File: src/rhr_pkg.sv
// Shared types and constants for the receive-ring header release block.
// No dependencies; used by every module under src.
package rhr_pkg;

  localparam int ADDR_BITS_DEF = 13;
  localparam int LEN_W         = 16;
  localparam int CFG_IDX_W     = 8;
  localparam int CFG_DATA_W    = 16;
  localparam int QUEUE_DEPTH   = 2;

  // Header constants
  localparam int          RX_OK_BIT = 7;
  localparam logic [15:0] CRC_BYTES = 16'd4;

  // Register reset values
  localparam logic [15:0] RING_START_RESET   = 16'd0;
  localparam logic [15:0] RING_END_RESET     = 16'd6655;
  localparam logic [15:0] CALLER_LIMIT_RESET = 16'd1518;
  localparam logic [15:0] BOUNCE_LIMIT_RESET = 16'd614;

  // Register indexes
  localparam logic [CFG_IDX_W-1:0] REG_RING_START   = 8'd0;
  localparam logic [CFG_IDX_W-1:0] REG_RING_END     = 8'd1;
  localparam logic [CFG_IDX_W-1:0] REG_CALLER_LIMIT = 8'd2;
  localparam logic [CFG_IDX_W-1:0] REG_BOUNCE_LIMIT = 8'd3;

  // Opcodes
  localparam logic OP_RECEIVE = 1'b0;
  localparam logic OP_DROP    = 1'b1;

  typedef enum logic [2:0] {
    ST_OK         = 3'd0,
    ST_NONE       = 3'd1,
    ST_BAD_PTR    = 3'd2,
    ST_NOT_OK     = 3'd3,
    ST_OVER_CALLER = 3'd4,
    ST_OVER_BOUNCE = 3'd5
  } rhr_status_t;

  // Item class decided by the front end
  typedef enum logic [1:0] {
    CLS_DROP    = 2'd0,
    CLS_NONE    = 2'd1,
    CLS_BAD_PTR = 2'd2,
    CLS_RECEIVE = 2'd3
  } rhr_class_t;

  typedef struct packed {
    rhr_class_t        cls;
    logic              stat_ok;
    logic [LEN_W-1:0]  len;
  } rhr_item_t;

endpackage

File: src/rhr_front.sv
// Front end: accepts headers, classifies them and advances the head pointer.
// Depends on rhr_pkg.
module rhr_front #(
  parameter int ADDR_BITS = rhr_pkg::ADDR_BITS_DEF
) (
  input  logic                    clk,
  input  logic                    rst,
  input  logic                    in_valid,
  output logic                    in_ready,
  input  logic                    opcode,
  input  logic                    packet_waiting,
  input  logic [15:0]             hdr_next,
  input  logic [15:0]             hdr_count,
  input  logic [15:0]             hdr_status,
  input  logic [ADDR_BITS-1:0]    ring_start,
  input  logic [ADDR_BITS-1:0]    ring_end,
  input  logic                    q_full,
  output logic                    push,
  output rhr_pkg::rhr_item_t      item,
  output logic [ADDR_BITS-1:0]    read_start,
  output logic [ADDR_BITS-1:0]    rel_base
);
  import rhr_pkg::*;

  logic [ADDR_BITS-1:0] head_pointer;
  logic [ADDR_BITS-1:0] head_pointer_next;
  logic [15:0]          start_ext;
  logic [15:0]          end_ext;
  logic                 in_range;
  logic                 eq_start;
  logic [ADDR_BITS-1:0] next_addr;

  assign in_ready   = !q_full;
  assign push       = in_valid && !q_full;
  assign read_start = head_pointer;

  assign start_ext = 16'(ring_start);
  assign end_ext   = 16'(ring_end);
  assign in_range  = (hdr_next >= start_ext) && (hdr_next <= end_ext);
  assign eq_start  = (hdr_next == start_ext);
  assign next_addr = hdr_next[ADDR_BITS-1:0];

  // Release base before the odd fix-up: next minus one, else ring end
  assign rel_base = (in_range && !eq_start) ? (next_addr - ADDR_BITS'(1)) : ring_end;

  always_comb begin
    item.len     = hdr_count - CRC_BYTES;
    item.stat_ok = hdr_status[RX_OK_BIT];
    head_pointer_next = head_pointer;
    if (opcode == OP_DROP) begin
      item.cls = CLS_DROP;
      head_pointer_next = in_range ? next_addr : ring_start;
    end else if (!packet_waiting) begin
      item.cls = CLS_NONE;
    end else if (!in_range) begin
      item.cls = CLS_BAD_PTR;
      head_pointer_next = ring_start;
    end else begin
      item.cls = CLS_RECEIVE;
      head_pointer_next = next_addr;
    end
  end

  always_ff @(posedge clk) begin
    if (rst) begin
      head_pointer <= '0;
    end else if (push) begin
      head_pointer <= head_pointer_next;
    end
  end

endmodule

File: src/rhr_queue.sv
// Short FIFO between the front end and the back end.
// Depends on rhr_pkg for the default depth.
module rhr_queue #(
  parameter int WIDTH = 8,
  parameter int DEPTH = rhr_pkg::QUEUE_DEPTH
) (
  input  logic             clk,
  input  logic             rst,
  input  logic             push,
  input  logic [WIDTH-1:0] push_data,
  output logic             full,
  input  logic             pop,
  output logic             pop_valid,
  output logic [WIDTH-1:0] pop_data
);
  localparam int PTR_W = (DEPTH > 1) ? $clog2(DEPTH) : 1;
  localparam int CNT_W = $clog2(DEPTH + 1);

  logic [WIDTH-1:0] entries [DEPTH];
  logic [PTR_W-1:0] wr_ptr;
  logic [PTR_W-1:0] rd_ptr;
  logic [CNT_W-1:0] count;

  assign full      = (count == CNT_W'(DEPTH));
  assign pop_valid = (count != '0);
  assign pop_data  = entries[rd_ptr];

  function automatic logic [PTR_W-1:0] ptr_inc(input logic [PTR_W-1:0] p);
    return (p == PTR_W'(DEPTH - 1)) ? '0 : p + PTR_W'(1);
  endfunction

  always_ff @(posedge clk) begin
    if (push) begin
      entries[wr_ptr] <= push_data;
    end
  end

  always_ff @(posedge clk) begin
    if (rst) begin
      wr_ptr <= '0;
      rd_ptr <= '0;
      count  <= '0;
    end else begin
      if (push) begin
        wr_ptr <= ptr_inc(wr_ptr);
      end
      if (pop) begin
        rd_ptr <= ptr_inc(rd_ptr);
      end
      if (push && !pop) begin
        count <= count + CNT_W'(1);
      end else if (pop && !push) begin
        count <= count - CNT_W'(1);
      end
    end
  end

endmodule

File: src/rhr_back.sv
// Back end: limit checks, odd release pointer and the registered result.
// Depends on rhr_pkg.
module rhr_back #(
  parameter int ADDR_BITS = rhr_pkg::ADDR_BITS_DEF
) (
  input  logic                    clk,
  input  logic                    rst,
  input  logic                    q_valid,
  output logic                    pop,
  input  rhr_pkg::rhr_item_t      item,
  input  logic [ADDR_BITS-1:0]    q_read_start,
  input  logic [ADDR_BITS-1:0]    rel_base,
  input  logic [ADDR_BITS-1:0]    ring_start,
  input  logic [ADDR_BITS-1:0]    ring_end,
  input  logic [15:0]             caller_limit,
  input  logic [15:0]             bounce_limit,
  output logic                    out_valid,
  input  logic                    out_ready,
  output logic [15:0]             payload_len,
  output logic [2:0]              status_code,
  output logic [ADDR_BITS-1:0]    read_start,
  output logic [ADDR_BITS-1:0]    release_ptr,
  output logic                    release_valid,
  output logic                    count_decrement
);
  import rhr_pkg::*;

  logic [15:0]          plen_next;
  rhr_status_t          code_next;
  logic [ADDR_BITS-1:0] rel_next;
  logic                 rvalid_next;
  logic                 dec_next;
  logic [ADDR_BITS-1:0] rel_odd;

  // Step an even pointer down by one; ring start maps to ring end
  assign rel_odd = rel_base[0] ? rel_base :
                   (rel_base == ring_start) ? ring_end : (rel_base - ADDR_BITS'(1));

  assign pop = q_valid && (!out_valid || out_ready);

  always_comb begin
    plen_next   = '0;
    code_next   = ST_OK;
    rel_next    = '0;
    rvalid_next = 1'b0;
    dec_next    = 1'b0;
    case (item.cls)
      CLS_DROP: begin
        rel_next    = rel_odd;
        rvalid_next = 1'b1;
        dec_next    = 1'b1;
      end
      CLS_NONE: begin
        code_next = ST_NONE;
      end
      CLS_BAD_PTR: begin
        code_next = ST_BAD_PTR;
        dec_next  = 1'b1;
      end
      CLS_RECEIVE: begin
        rel_next    = rel_odd;
        rvalid_next = 1'b1;
        dec_next    = 1'b1;
        if (!item.stat_ok) begin
          code_next = ST_NOT_OK;
        end else if (item.len > caller_limit) begin
          code_next = ST_OVER_CALLER;
        end else if (item.len > bounce_limit) begin
          code_next = ST_OVER_BOUNCE;
        end else begin
          plen_next = item.len;
        end
      end
      default: begin
        code_next = ST_NONE;
      end
    endcase
  end

  always_ff @(posedge clk) begin
    if (rst) begin
      out_valid <= 1'b0;
    end else if (pop) begin
      out_valid <= 1'b1;
    end else if (out_ready) begin
      out_valid <= 1'b0;
    end
  end

  always_ff @(posedge clk) begin
    if (pop) begin
      payload_len     <= plen_next;
      status_code     <= code_next;
      read_start      <= q_read_start;
      release_ptr     <= rel_next;
      release_valid   <= rvalid_next;
      count_decrement <= dec_next;
    end
  end

endmodule

File: src/rx_ring_header_release_top.sv
// Top level of the receive-ring header release block: config registers,
// front end, queue and back end. Depends on rhr_pkg, rhr_front, rhr_queue, rhr_back.
//
//   channel | handshake             | payload
//   --------+-----------------------+---------------------------------------------
//   in      | in_valid / in_ready   | opcode, packet_waiting, hdr_next,
//           |                       | hdr_count, hdr_status
//   out     | out_valid / out_ready | payload_len, status_code, read_start,
//           |                       | release_ptr, release_valid, count_decrement
//   cfg     | cfg_valid / cfg_ready | cfg_index, cfg_data
//
// One request per cycle sustained while out_ready stays high; an accepted request
// is written into the queue and then popped into the output register, where it
// waits for out_ready.
// The head pointer register in the front end updates in the cycle of acceptance.
// Reset clears the head pointer, the queue and the output valid, and restores
// the register defaults. The two-entry queue lets the input keep accepting while
// a result waits for out_ready; in_ready drops only when the queue is full.
// cfg_ready is always high; writes to an unknown index are ignored.
module rx_ring_header_release_top #(
  parameter int ADDR_BITS = rhr_pkg::ADDR_BITS_DEF
) (
  input  logic                          clk,
  input  logic                          rst,
  input  logic                          cfg_valid,
  output logic                          cfg_ready,
  input  logic [rhr_pkg::CFG_IDX_W-1:0] cfg_index,
  input  logic [rhr_pkg::CFG_DATA_W-1:0] cfg_data,
  input  logic                          in_valid,
  output logic                          in_ready,
  input  logic                          opcode,
  input  logic                          packet_waiting,
  input  logic [15:0]                   hdr_next,
  input  logic [15:0]                   hdr_count,
  input  logic [15:0]                   hdr_status,
  output logic                          out_valid,
  input  logic                          out_ready,
  output logic [15:0]                   payload_len,
  output logic [2:0]                    status_code,
  output logic [ADDR_BITS-1:0]          read_start,
  output logic [ADDR_BITS-1:0]          release_ptr,
  output logic                          release_valid,
  output logic                          count_decrement
);
  import rhr_pkg::*;

  localparam int ITEM_W  = $bits(rhr_item_t);
  localparam int ENTRY_W = ITEM_W + 2 * ADDR_BITS;

  // Configuration registers
  logic [ADDR_BITS-1:0] ring_start;
  logic [ADDR_BITS-1:0] ring_end;
  logic [15:0]          caller_limit;
  logic [15:0]          bounce_limit;

  // Front end to queue
  logic                 push;
  logic                 q_full;
  rhr_item_t            f_item;
  logic [ADDR_BITS-1:0] f_read_start;
  logic [ADDR_BITS-1:0] f_rel_base;
  logic [ENTRY_W-1:0]   push_data;

  // Queue to back end
  logic                 pop;
  logic                 q_valid;
  logic [ENTRY_W-1:0]   pop_data;
  rhr_item_t            b_item;
  logic [ADDR_BITS-1:0] b_read_start;
  logic [ADDR_BITS-1:0] b_rel_base;

  assign cfg_ready = 1'b1;

  // Take a config write; ring addresses keep the low ADDR_BITS bits
  always_ff @(posedge clk) begin
    if (rst) begin
      ring_start   <= RING_START_RESET[ADDR_BITS-1:0];
      ring_end     <= RING_END_RESET[ADDR_BITS-1:0];
      caller_limit <= CALLER_LIMIT_RESET;
      bounce_limit <= BOUNCE_LIMIT_RESET;
    end else if (cfg_valid && cfg_ready) begin
      case (cfg_index)
        REG_RING_START:   ring_start   <= cfg_data[ADDR_BITS-1:0];
        REG_RING_END:     ring_end     <= cfg_data[ADDR_BITS-1:0];
        REG_CALLER_LIMIT: caller_limit <= cfg_data;
        REG_BOUNCE_LIMIT: bounce_limit <= cfg_data;
        default: begin
        end
      endcase
    end
  end

  rhr_front #(
    .ADDR_BITS (ADDR_BITS)
  ) u_front (
    .clk            (clk),
    .rst            (rst),
    .in_valid       (in_valid),
    .in_ready       (in_ready),
    .opcode         (opcode),
    .packet_waiting (packet_waiting),
    .hdr_next       (hdr_next),
    .hdr_count      (hdr_count),
    .hdr_status     (hdr_status),
    .ring_start     (ring_start),
    .ring_end       (ring_end),
    .q_full         (q_full),
    .push           (push),
    .item           (f_item),
    .read_start     (f_read_start),
    .rel_base       (f_rel_base)
  );

  // Pack the classified request with its pointers for the queue
  assign push_data = {f_item, f_read_start, f_rel_base};

  rhr_queue #(
    .WIDTH (ENTRY_W),
    .DEPTH (QUEUE_DEPTH)
  ) u_queue (
    .clk       (clk),
    .rst       (rst),
    .push      (push),
    .push_data (push_data),
    .full      (q_full),
    .pop       (pop),
    .pop_valid (q_valid),
    .pop_data  (pop_data)
  );

  assign b_item       = rhr_item_t'(pop_data[ENTRY_W-1 -: ITEM_W]);
  assign b_read_start = pop_data[2*ADDR_BITS-1 -: ADDR_BITS];
  assign b_rel_base   = pop_data[ADDR_BITS-1:0];

  rhr_back #(
    .ADDR_BITS (ADDR_BITS)
  ) u_back (
    .clk             (clk),
    .rst             (rst),
    .q_valid         (q_valid),
    .pop             (pop),
    .item            (b_item),
    .q_read_start    (b_read_start),
    .rel_base        (b_rel_base),
    .ring_start      (ring_start),
    .ring_end        (ring_end),
    .caller_limit    (caller_limit),
    .bounce_limit    (bounce_limit),
    .out_valid       (out_valid),
    .out_ready       (out_ready),
    .payload_len     (payload_len),
    .status_code     (status_code),
    .read_start      (read_start),
    .release_ptr     (release_ptr),
    .release_valid   (release_valid),
    .count_decrement (count_decrement)
  );

endmodule

File: config.mk
export PLATFORM = sky130hd
export DESIGN_NAME = rx_ring_header_release_top
export DESIGN_NICKNAME = d
export VERILOG_FILES = /design/src/rhr_pkg.sv /design/src/rhr_front.sv /design/src/rhr_queue.sv /design/src/rhr_back.sv /design/src/rx_ring_header_release_top.sv
export SDC_FILE = /design/constraint.sdc
export NUM_CORES = 1
export LEC_CHECK = 0
export ABC_AREA = 1
export BUFFER_PORTS_ARGS = -buffer_cell sky130_fd_sc_hd__buf_2
export CORE_AREA = 4 4 179 146
export CTS_BUF_LIST = sky130_fd_sc_hd__clkbuf_8
export CTS_CLUSTER_SIZE = 25
export DETAILED_ROUTE_END_ITERATION = 12
export DIE_AREA = 0 0 183 150
export HOLD_SLACK_MARGIN = 0.03
export SKIP_CTS_REPAIR_TIMING = 1
export SLEW_MARGIN = 30
export SYNTH_ARGS = -nofsm -noshare
export SYNTH_HDL_FRONTEND = slang
export SYNTH_SLANG_ARGS = --single-unit
File: constraint.sdc
create_clock -name clk -period 7 [get_ports clk]
set_input_delay 0.7 -clock clk [delete_from_list [all_inputs] [get_ports clk]]
set_output_delay 0.7 -clock clk [all_outputs]
set_load 0.01 [all_outputs]
==> results of run 1 <==
## cell type report
class | instances | area (sq um)
Multi-Input combinational cell | 790 | 4340
Sequential cell | 214 | 5660
Timing Repair Buffer | 120 | 621
Clock buffer | 40 | 551
Tap cell | 318 | 398
Fill cell | 2372 | 11900
Inverter | 162 | 613
Clock inverter | 26 | 165
## power by group
group          internal (mW)  leakage (nW)  switching [mW]
Clock                  0.603         0.402           0.510
Combinational          0.399          3.32           0.898
Sequential              1.66          1.90          0.0651
Total                   2.66          5.63            1.47
## how the worst max path moves through the flow
stage                                                end  cells past startpoint
finish              u_back.payload_len[14]$_SDFFCE_PP0P_                     14
global route        u_back.payload_len[14]$_SDFFCE_PP0P_                     14
CTS                 u_back.payload_len[14]$_SDFFCE_PP0P_                     14
detailed placement  u_back.payload_len[14]$_SDFFCE_PP0P_                     14
global placement    u_back.payload_len[15]$_SDFFCE_PP0P_                     14
floorplan                  u_queue.count[1]$_SDFFE_PP0P_                      8
## cell usage in the layout (no fill, tap or decap), types with 8 or more instances in the layout
cell type / synthesis / routed
sky130_fd_sc_hd__a21oi_1: 87 / 86
sky130_fd_sc_hd__buf_2: 4 / 112
sky130_fd_sc_hd__buf_4: 2 / 8
sky130_fd_sc_hd__clkbuf_8: 0 / 40
sky130_fd_sc_hd__clkinv_1: 1 / 9
sky130_fd_sc_hd__clkinv_2: 0 / 8
sky130_fd_sc_hd__dfxtp_1: 77 / 77
sky130_fd_sc_hd__edfxtp_1: 137 / 137
sky130_fd_sc_hd__ha_1: 65 / 65
sky130_fd_sc_hd__inv_1: 155 / 162
sky130_fd_sc_hd__nand2_1: 271 / 269
sky130_fd_sc_hd__nand2_2: 12 / 14
sky130_fd_sc_hd__nand3_1: 58 / 58
sky130_fd_sc_hd__nand4_1: 9 / 9
sky130_fd_sc_hd__nor2_1: 89 / 87
sky130_fd_sc_hd__nor3_1: 11 / 11
sky130_fd_sc_hd__o211ai_1: 26 / 26
sky130_fd_sc_hd__o21ai_0: 81 / 81
sky130_fd_sc_hd__or2_2: 18 / 18
sky130_fd_sc_hd__xor2_1: 26 / 26
## flip-flops by register name (all words and copies together), names as in the netlist, 3 cells and up, named ones only
name                flops
u_queue.entries        90
u_back.read_start      13
ring_end               13
u_back.release_ptr     13
ring_start             13
u_back.payload_len     16
bounce_limit           16
u_front.read_start     13
u_back.status_code      3
caller_limit           16
## metal layers
metal | global-route usage | share of wire | wire [um]
met1 | 0.312 | 0.51 | 14200
met2 | 0.301 | 0.41 | 11600
met3 | 0.0386 | 0.066 | 1850
met4 | 0.0402 | 0.014 | 400
met5 | 0 | 0 | 0
## stage by stage
| stage | area (sq um) | hold WS [ps] | power [mW] |
|---|---|---|---|
| 4_1_cts | 12300 | 338 | 4.17 |
| 2_1_floorplan | 10800 | 426 | 2.62 |
| 5_1_grt | 12300 | 349 | 4.40 |
| 6_report | 12300 | 371 | 4.13 |
| 3_5_place_dp | 11600 | 439 | 3.05 |
| 3_3_place_gp | 11600 | 434 | 3.03 |
## critical path: stages, from the launching register on
cell and delay (ps):
sky130_fd_sc_hd__dfxtp_1 880, sky130_fd_sc_hd__inv_6 370, sky130_fd_sc_hd__or2_2 390, sky130_fd_sc_hd__o21ai_0 140, sky130_fd_sc_hd__inv_1 110, sky130_fd_sc_hd__ha_1 320, sky130_fd_sc_hd__nand2_1 70, sky130_fd_sc_hd__inv_1 50
sky130_fd_sc_hd__nand3_1 90, sky130_fd_sc_hd__nor4_1 460, sky130_fd_sc_hd__nand2_1 110, sky130_fd_sc_hd__a21oi_1 280, sky130_fd_sc_hd__inv_1 100, sky130_fd_sc_hd__nand3_1 500, sky130_fd_sc_hd__nor2_1 120
## cell families (layout without fill, tap and decap cells)
kind of cell	after synthesis	after routing	synth area share
and+or+nand+nor	483	483	0.191
DFF	214	214	0.524
AOI/OAI and AO/OA	210	210	0.108
buffers and inverters	203	348	0.0761
adders and majority gates	65	65	0.0754
xor gates and xnor gates	30	30	0.0244
other	1	1	0.000348
muxes	1	1	0.000928
==> PnR_summary.wiki, run 1 <==
{| class="wikitable"
! Metric !! Value
|-
| Outcome || finished, final reports clean
|-
| Mapped Cells || 1207
|-
| Final hold viol count || 0
|-
| Boundary pin count || 129
|-
| Setup total negative slack || 0 ps
|-
| Mapped Avg Cell Area || 8.94 sq um
|-
| Min-Delay Endpoint || u_queue.entries[1][26]$_DFFE_PP_
|-
| Root buf cell || sky130_fd_sc_hd__clkbuf_8
|-
| Synthesis-stage register bit count || 214
|-
| Global-route wire length before repair || 43300 um
|-
| Die Area || 27500 sq um
|-
| Count of nets after finishing || 1468
|-
| Via density per instance || 5.00
|-
| Top cell type's share of synthesized area || 0.381
|-
| EDFF count, synth || 137
|-
| # placed instances || 1604
|-
| Pin count of the biggest net entering global routing || 52
|-
| Number of rows in the core area || 51
|-
| Worst-margin pin slew || 880 ps
|-
| Data arrival at the endpoint of the critical path || 4510 ps
|-
| Top achievable clock speed || 0.234 GHz
|-
| Utilization after layout || 0.509
|-
| Post-synthesis to final-layout area growth || 14.4%
|-
| Sequential fraction of the synthesis area || 0.524
|-
| Reported leakage power || 5.63 nW
|-
| Max capacitance violation total || 0
|-
| Fraction of registers with async set/reset || 0
|-
| Placeable core region || 24200 sq um
|-
| Cell area after technology mapping || 10800 sq um
|-
| Synth top cells by count || 271 x sky130_fd_sc_hd__nand2_1, 155 x sky130_fd_sc_hd__inv_1, 137 x sky130_fd_sc_hd__edfxtp_1, 89 x sky130_fd_sc_hd__nor2_1, 87 x sky130_fd_sc_hd__a21oi_1
|-
| Most instantiated library cell after synthesis || sky130_fd_sc_hd__nand2_1
|-
| Clock-pin slew reported for the worst setup and hold paths after clock tree synthesis || 60 ps
|-
| Vias after detailed routing || 8351
|-
| Deepest clock path buffer count || 3
|-
| Number of max-slew violations in the final report || 0
|-
| Min-Delay Path Depth || 1
|-
| Leftover overflow at the end of global routing || 0
|-
| # port buffers || 112
|-
| Worst supply voltage drop on vdd || 164 uV
|-
| Final critical path time including I/O delays and setup || 4270 ps
|-
| Critical path fanouts, max || 48
|-
| Final cycle utilization of the critical path || 0.610
|-
| DRC violations left || 0
|-
| Element type at the critical path end || flip-flop
|-
| Pre-CTS WS || 2720 ps
|-
| Placed wire-length estimate after detailed placement || 20300 um
|-
| Number of global-route vias before repair || 7878
|-
| Nets in the synthesized netlist || 1351
|-
| Worst Reg2Reg Path Length in Cells || 14
|-
| Initial core utilization || 0.445
|-
| Count of clock tree sinks || 214
|-
| Synth warnings || 0
|-
| Path type of the worst setup path || flip-flop to flip-flop
|-
| RSZ-0062 raised after global routing || false
|-
| Leading register cell type out of synthesis || sky130_fd_sc_hd__edfxtp_1
|-
| CP Data Required Time || 7240 ps
|-
| Max-slew headroom || 0.412
|-
| Die width || 183 um
|-
| Vert. Die Dim || 150 um
|-
| Post-route ant nets || 0
|-
| Final std cells w/o fill || 1670
|-
| Post-layout worst setup margin || 2730 ps
|-
| Tot GR Track Use || 0.203
|-
| Power density cells || 335 nW/um^2
|-
| Post-synthesis cell type with the largest combined area || sky130_fd_sc_hd__edfxtp_1
|-
| Critical path launch point type || flip-flop
|-
| RR Endpoint || u_back.payload_len[14]$_SDFFCE_PP0P_
|-
| Clk Latency, worst-skew pair || 530 ps
|-
| Number of diodes || 0
|-
| Critical hold path startpoint || hdr_count[0]
|-
| Reg2Reg Setup Slack || 2730 ps
|-
| Library cells used by synthesis || 45
|-
| Class of the tightest hold or removal check || primary input to flip-flop
|-
| Detailed-routing iteration count for the pre-antenna-repair pass || 5
|-
| Count of H-tree levels built during CTS || 2
|-
| Share of layout cells above drive strength 1 || 0.164
|-
| Antenna violations before repair || 0
|-
| Final setup violation count || 0
|-
| GP Congestion || 0.924
|-
| Clock buffer count from CTS || 36
|-
| TritonCTS clock tree || done
|-
| Wire length after detailed routing || 28000 um
|-
| Worst clock skew || 26.8 ps
|-
| Average wire per standard cell || 16.8 um
|-
| Leading cell types by total area after synthesis || sky130_fd_sc_hd__edfxtp_1 38%, sky130_fd_sc_hd__dfxtp_1 14%, sky130_fd_sc_hd__nand2_1 9.4%
|-
| Number of DRC markers in iteration 0 || 656
|}
No activity file was read; power rests on OpenSTA's default activity.
==> run 2, diff against run 1 <==
--- a/config.mk
+++ b/config.mk
@@ -5,14 +5,15 @@
 export SDC_FILE = /design/constraint.sdc
 export NUM_CORES = 1
 export LEC_CHECK = 0
-export ABC_AREA = 1
+export ABC_AREA = 0
 export BUFFER_PORTS_ARGS = -buffer_cell sky130_fd_sc_hd__buf_2
-export CORE_AREA = 4 4 179 146
+export CORE_AREA = 4 4 176 144
 export CTS_BUF_LIST = sky130_fd_sc_hd__clkbuf_8
 export CTS_CLUSTER_SIZE = 25
 export DETAILED_ROUTE_END_ITERATION = 12
-export DIE_AREA = 0 0 183 150
+export DIE_AREA = 0 0 180 148
 export HOLD_SLACK_MARGIN = 0.03
+export PLACE_DENSITY = 0.66
 export SKIP_CTS_REPAIR_TIMING = 1
 export SLEW_MARGIN = 30
 export SYNTH_ARGS = -nofsm -noshare
==> constraint.sdc (replaced) <==
create_clock -name clk -period 3.92 [get_ports clk]
set_input_delay 0.392 -clock clk [delete_from_list [all_inputs] [get_ports clk]]
set_output_delay 0.392 -clock clk [all_outputs]
set_load 0.01 [all_outputs]
==> PnR_summary.wiki, run 2 <==
{| class="wikitable"
! Metric !! Value
|-
| Die width || 180 um
|-
| Part of the power in registers || 0.438
|-
| Average wire per standard cell || 17.5 um
|-
| Placeable core region || 23300 sq um
|-
| Number of DRC markers in iteration 0 || 437
|-
| CP Data Required Time || 4180 ps
|-
| Synth warnings || 0
|-
| Max-slew headroom || 0.486
|-
| Mux cell area share after synthesis || 0.102
|-
| Compound-gate portion of the synthesized area || 0.0757
|-
| Reg2Reg Setup Slack || 610 ps
|-
| Cell type of the slowest stage on the worst timing path || sky130_fd_sc_hd__dfxtp_2
|-
| Total buffers and inverters traversed by the critical path || 1
|-
| Element type at the critical path end || flip-flop
|-
| Top cell type's share of synthesized area || 0.391
|-
| Clock buffer count from CTS || 36
|-
| DRC violations left || 0
|-
| Max capacitance violation total || 0
|-
| Register ranked first by flip-flop count || u_queue.entries
|-
| Die Area || 26600 sq um
|-
| Relative contribution of combinational cells to total power || 0.273
|-
| Net switching power of the design || 2.22 mW
|-
| Sequential fraction of the synthesis area || 0.538
|-
| Reported leakage power || 4.95 nW
|-
| Pin count of the biggest net entering global routing || 36
|-
| Post-layout worst setup margin || 611 ps
|-
| Library cells used by synthesis || 65
|-
| Vias after detailed routing || 7252
|-
| Vert. Die Dim || 148 um
|-
| TritonCTS clock tree || done
|-
| Power density cells || 581 nW/um^2
|-
| Xor and xnor area share after synthesis || 0.0342
|-
| Nets in the synthesized netlist || 1076
|-
| # port buffers || 112
|-
| Worst slack on hold paths || 70.8 ps
|-
| Final cycle utilization of the critical path || 0.844
|-
| Final critical path time including I/O delays and setup || 3310 ps
|-
| Share of layout cells above drive strength 1 || 0.210
|-
| Antenna violations before repair || 4
|-
| Worst Reg2Reg Path Length in Cells || 8
|-
| Internal portion of total power || 4.89 mW
|-
| Path type of the worst setup path || flip-flop to flip-flop
|-
| Setup total negative slack || 0 ps
|-
| Number of max-slew violations in the final report || 0
|-
| Reg area || 5660 sq um
|-
| Mapped Avg Cell Area || 11.3 sq um
|-
| Class of the tightest hold or removal check || primary input to flip-flop
|-
| Maximum single-stage delay on the critical path || 670 ps
|-
| EDFF count, synth || 137
|-
| GP Congestion || 0.906
|-
| Mapped Cells || 932
|-
| Gate family responsible for the most delay along the worst path || simple AND/OR/NAND/NOR gates
|-
| Placed wire-length estimate after detailed placement || 18000 um
|-
| Top achievable clock speed || 0.302 GHz
|-
| Number of global-route vias before repair || 7162
|-
| Post-synthesis to final-layout area growth || 16.4%
|-
| Final setup violation count || 0
|-
| Global-route wire length before repair || 38500 um
|-
| Synth top cells by count || 137 x sky130_fd_sc_hd__edfxtp_1, 101 x sky130_fd_sc_hd__nor2_1, 77 x sky130_fd_sc_hd__dfxtp_1, 74 x sky130_fd_sc_hd__inv_1, 69 x sky130_fd_sc_hd__nand2_1
|-
| Most instantiated library cell after synthesis || sky130_fd_sc_hd__edfxtp_1
|-
| Wire length after detailed routing || 24600 um
|-
| Critical path fanouts, max || 20
|-
| Last element of the critical path || u_back.release_ptr[9]$_SDFFCE_PN0P_
|-
| Post-synthesis cell type with the largest combined area || sky130_fd_sc_hd__edfxtp_1
|-
| Detailed-routing iteration count for the pre-antenna-repair pass || 5
|-
| Deepest clock path buffer count || 3
|-
| Synthesis-stage register bit count || 214
|-
| Leftover overflow at the end of global routing || 0
|-
| Switching fraction of total power || 0.313
|-
| Final hold viol count || 0
|-
| Post-route ant nets || 0
|-
| Tot GR Track Use || 0.182
|-
| Boundary pin count || 129
|-
| Commonest non-fill, non-tap cells in the layout || 137 x sky130_fd_sc_hd__edfxtp_1, 112 x sky130_fd_sc_hd__buf_2, 100 x sky130_fd_sc_hd__nor2_1, 85 x sky130_fd_sc_hd__inv_1, 76 x sky130_fd_sc_hd__dfxtp_1
|-
| Clk Latency, worst-skew pair || 530 ps
|-
| Fraction of the mapped netlist area in simple logic gates || 0.131
|-
| Count of H-tree levels built during CTS || 2
|-
| Count of clock tree sinks || 214
|-
| Most common cell after layout, fill and taps aside || sky130_fd_sc_hd__edfxtp_1
|-
| Data arrival at the endpoint of the critical path || 3570 ps
|-
| Via density per instance || 5.16
|-
| Post-synthesis adder-cell area fraction || 0.0774
|-
| Initial core utilization || 0.450
|-
| Critical path launch point type || flip-flop
|-
| Multi-input combinational cell area || 4440 sq um
|-
| Number of rows in the core area || 50
|-
| Ordered cell list for the critical path || buf_4, mux2i_2, xnor2_1, nor4_4, nand4_4, nor2_2, o32a_1, nor2_1
|-
| Leading cell types by total area after synthesis || sky130_fd_sc_hd__edfxtp_1 39%, sky130_fd_sc_hd__dfxtp_1 15%, sky130_fd_sc_hd__ha_1 7.7%
|-
| Worst-margin pin slew || 769 ps
|-
| Pre-CTS WS || 593 ps
|-
| Number of diodes || 0
|-
| RSZ-0062 raised after global routing || false
|-
| Clock-pin slew reported for the worst setup and hold paths after clock tree synthesis || 60 ps
|-
| Outcome || finished, final reports clean
|-
| Count of nets after finishing || 1209
|-
| Fraction of registers with async set/reset || 0
|-
| Crit. path cell count || 8
|-
| Fill count || 2045
|-
| Worst clock skew || 20.7 ps
|-
| RR Endpoint || u_back.release_ptr[9]$_SDFFCE_PN0P_
|-
| Cell area after technology mapping || 10500 sq um
|-
| Part of the power in the clock network || 0.289
|-
| Worst supply voltage drop on vdd || 346 uV
|-
| PnR Total Power || 7.11 mW
|-
| Max reg flops || 90
|-
| Root buf cell || sky130_fd_sc_hd__clkbuf_8
|-
| Utilization after layout || 0.524
|-
| Dominant combinational cell family by area after synthesis || simple AND/OR/NAND/NOR gates
|-
| Leading register cell type out of synthesis || sky130_fd_sc_hd__edfxtp_1
|}
-- run 2: cell types whose count changed after synthesis, sizes merged, moves of 44 or more --
cell / previous run / this run
a21oi: 87 / 43
o21ai: 90 / 12
inv: 161 / 74
mux2i: 1 / 68
nand2: 285 / 69
nand3: 59 / 12
-- run 2: cell families after synthesis --
family,count (synthesis)
other,1
adders and majority gates,65
AOI/OAI and AO/OA,119
xor gates and xnor gates,41
buffers and inverters,108
muxes,102
DFF,214
and+or+nand+nor,282
-- run 2: power by group through the flow --
| stage | logic, mW | registers [mW] | clock network (mW) |
|---|---|---|---|
| 4_1_cts | 1.97 | 3.12 | 2.11 |
| 2_1_floorplan | 1.17 | 3.24 | 0 |
| 3_5_place_dp | 1.96 | 3.17 | 0 |
| 3_3_place_gp | 1.92 | 3.15 | 0 |
| 5_1_grt | 2.16 | 3.15 | 2.23 |
| 6_report | 1.94 | 3.11 | 2.05 |
-- run 2: layout make-up --
cell class	instances	share of cell area
Clock buffer	45	0.0506
Clock inverter	21	0.0117
Inverter	75	0.0230
Multi-Input combinational cell	610	0.363
Sequential cell	214	0.462
Tap cell	312	0.0319
Timing Repair Buffer	128	0.0577
-- run 2: per-stage QoR --
stage | area (sq um) | cells
final | 12200 | 1405
after global routing | 12200 | 1405
after CTS | 12200 | 1405
after detailed placement | 11500 | 1339
after global placement | 11400 | 1338
after floorplan | 10500 | 932
-- run 2: routing by layer --
metal	global-route usage	up-vias	share of wire
li1	-	3609	-
met1	0.256	3365	0.48
met2	0.281	218	0.44
met3	0.0428	52	0.061
met4	0.0537	8	0.024
met5	0	-	0.0014
-- run 2: worst reg2reg max path: stages, from the launching register on --
cell and delay (ps):
sky130_fd_sc_hd__dfxtp_2 670, sky130_fd_sc_hd__buf_4 400, sky130_fd_sc_hd__mux2i_2 450, sky130_fd_sc_hd__xnor2_1 180
sky130_fd_sc_hd__nor4_4 330, sky130_fd_sc_hd__nand4_4 320, sky130_fd_sc_hd__nor2_2 440, sky130_fd_sc_hd__o32a_1 230
sky130_fd_sc_hd__nor2_1 40
-- run 2: worst min-delay path by stage --
stage                                              from                               end  slack (ps)  cells past startpoint
floorplan            u_front.read_start[0]$_SDFFE_PP0P_  u_queue.entries[0][13]$_DFFE_PP_         430                      0
global placement    u_front.read_start[10]$_SDFFE_PP0P_  u_queue.entries[0][23]$_DFFE_PP_         440                      0
detailed placement  u_front.read_start[12]$_SDFFE_PP0P_  u_queue.entries[0][25]$_DFFE_PP_         440                      0
CTS                                        hdr_count[0]  u_queue.entries[1][26]$_DFFE_PP_          50                      1
global route                               hdr_count[0]  u_queue.entries[1][26]$_DFFE_PP_          30                      1
finish                                     hdr_count[1]  u_queue.entries[1][27]$_DFFE_PP_          70                      1
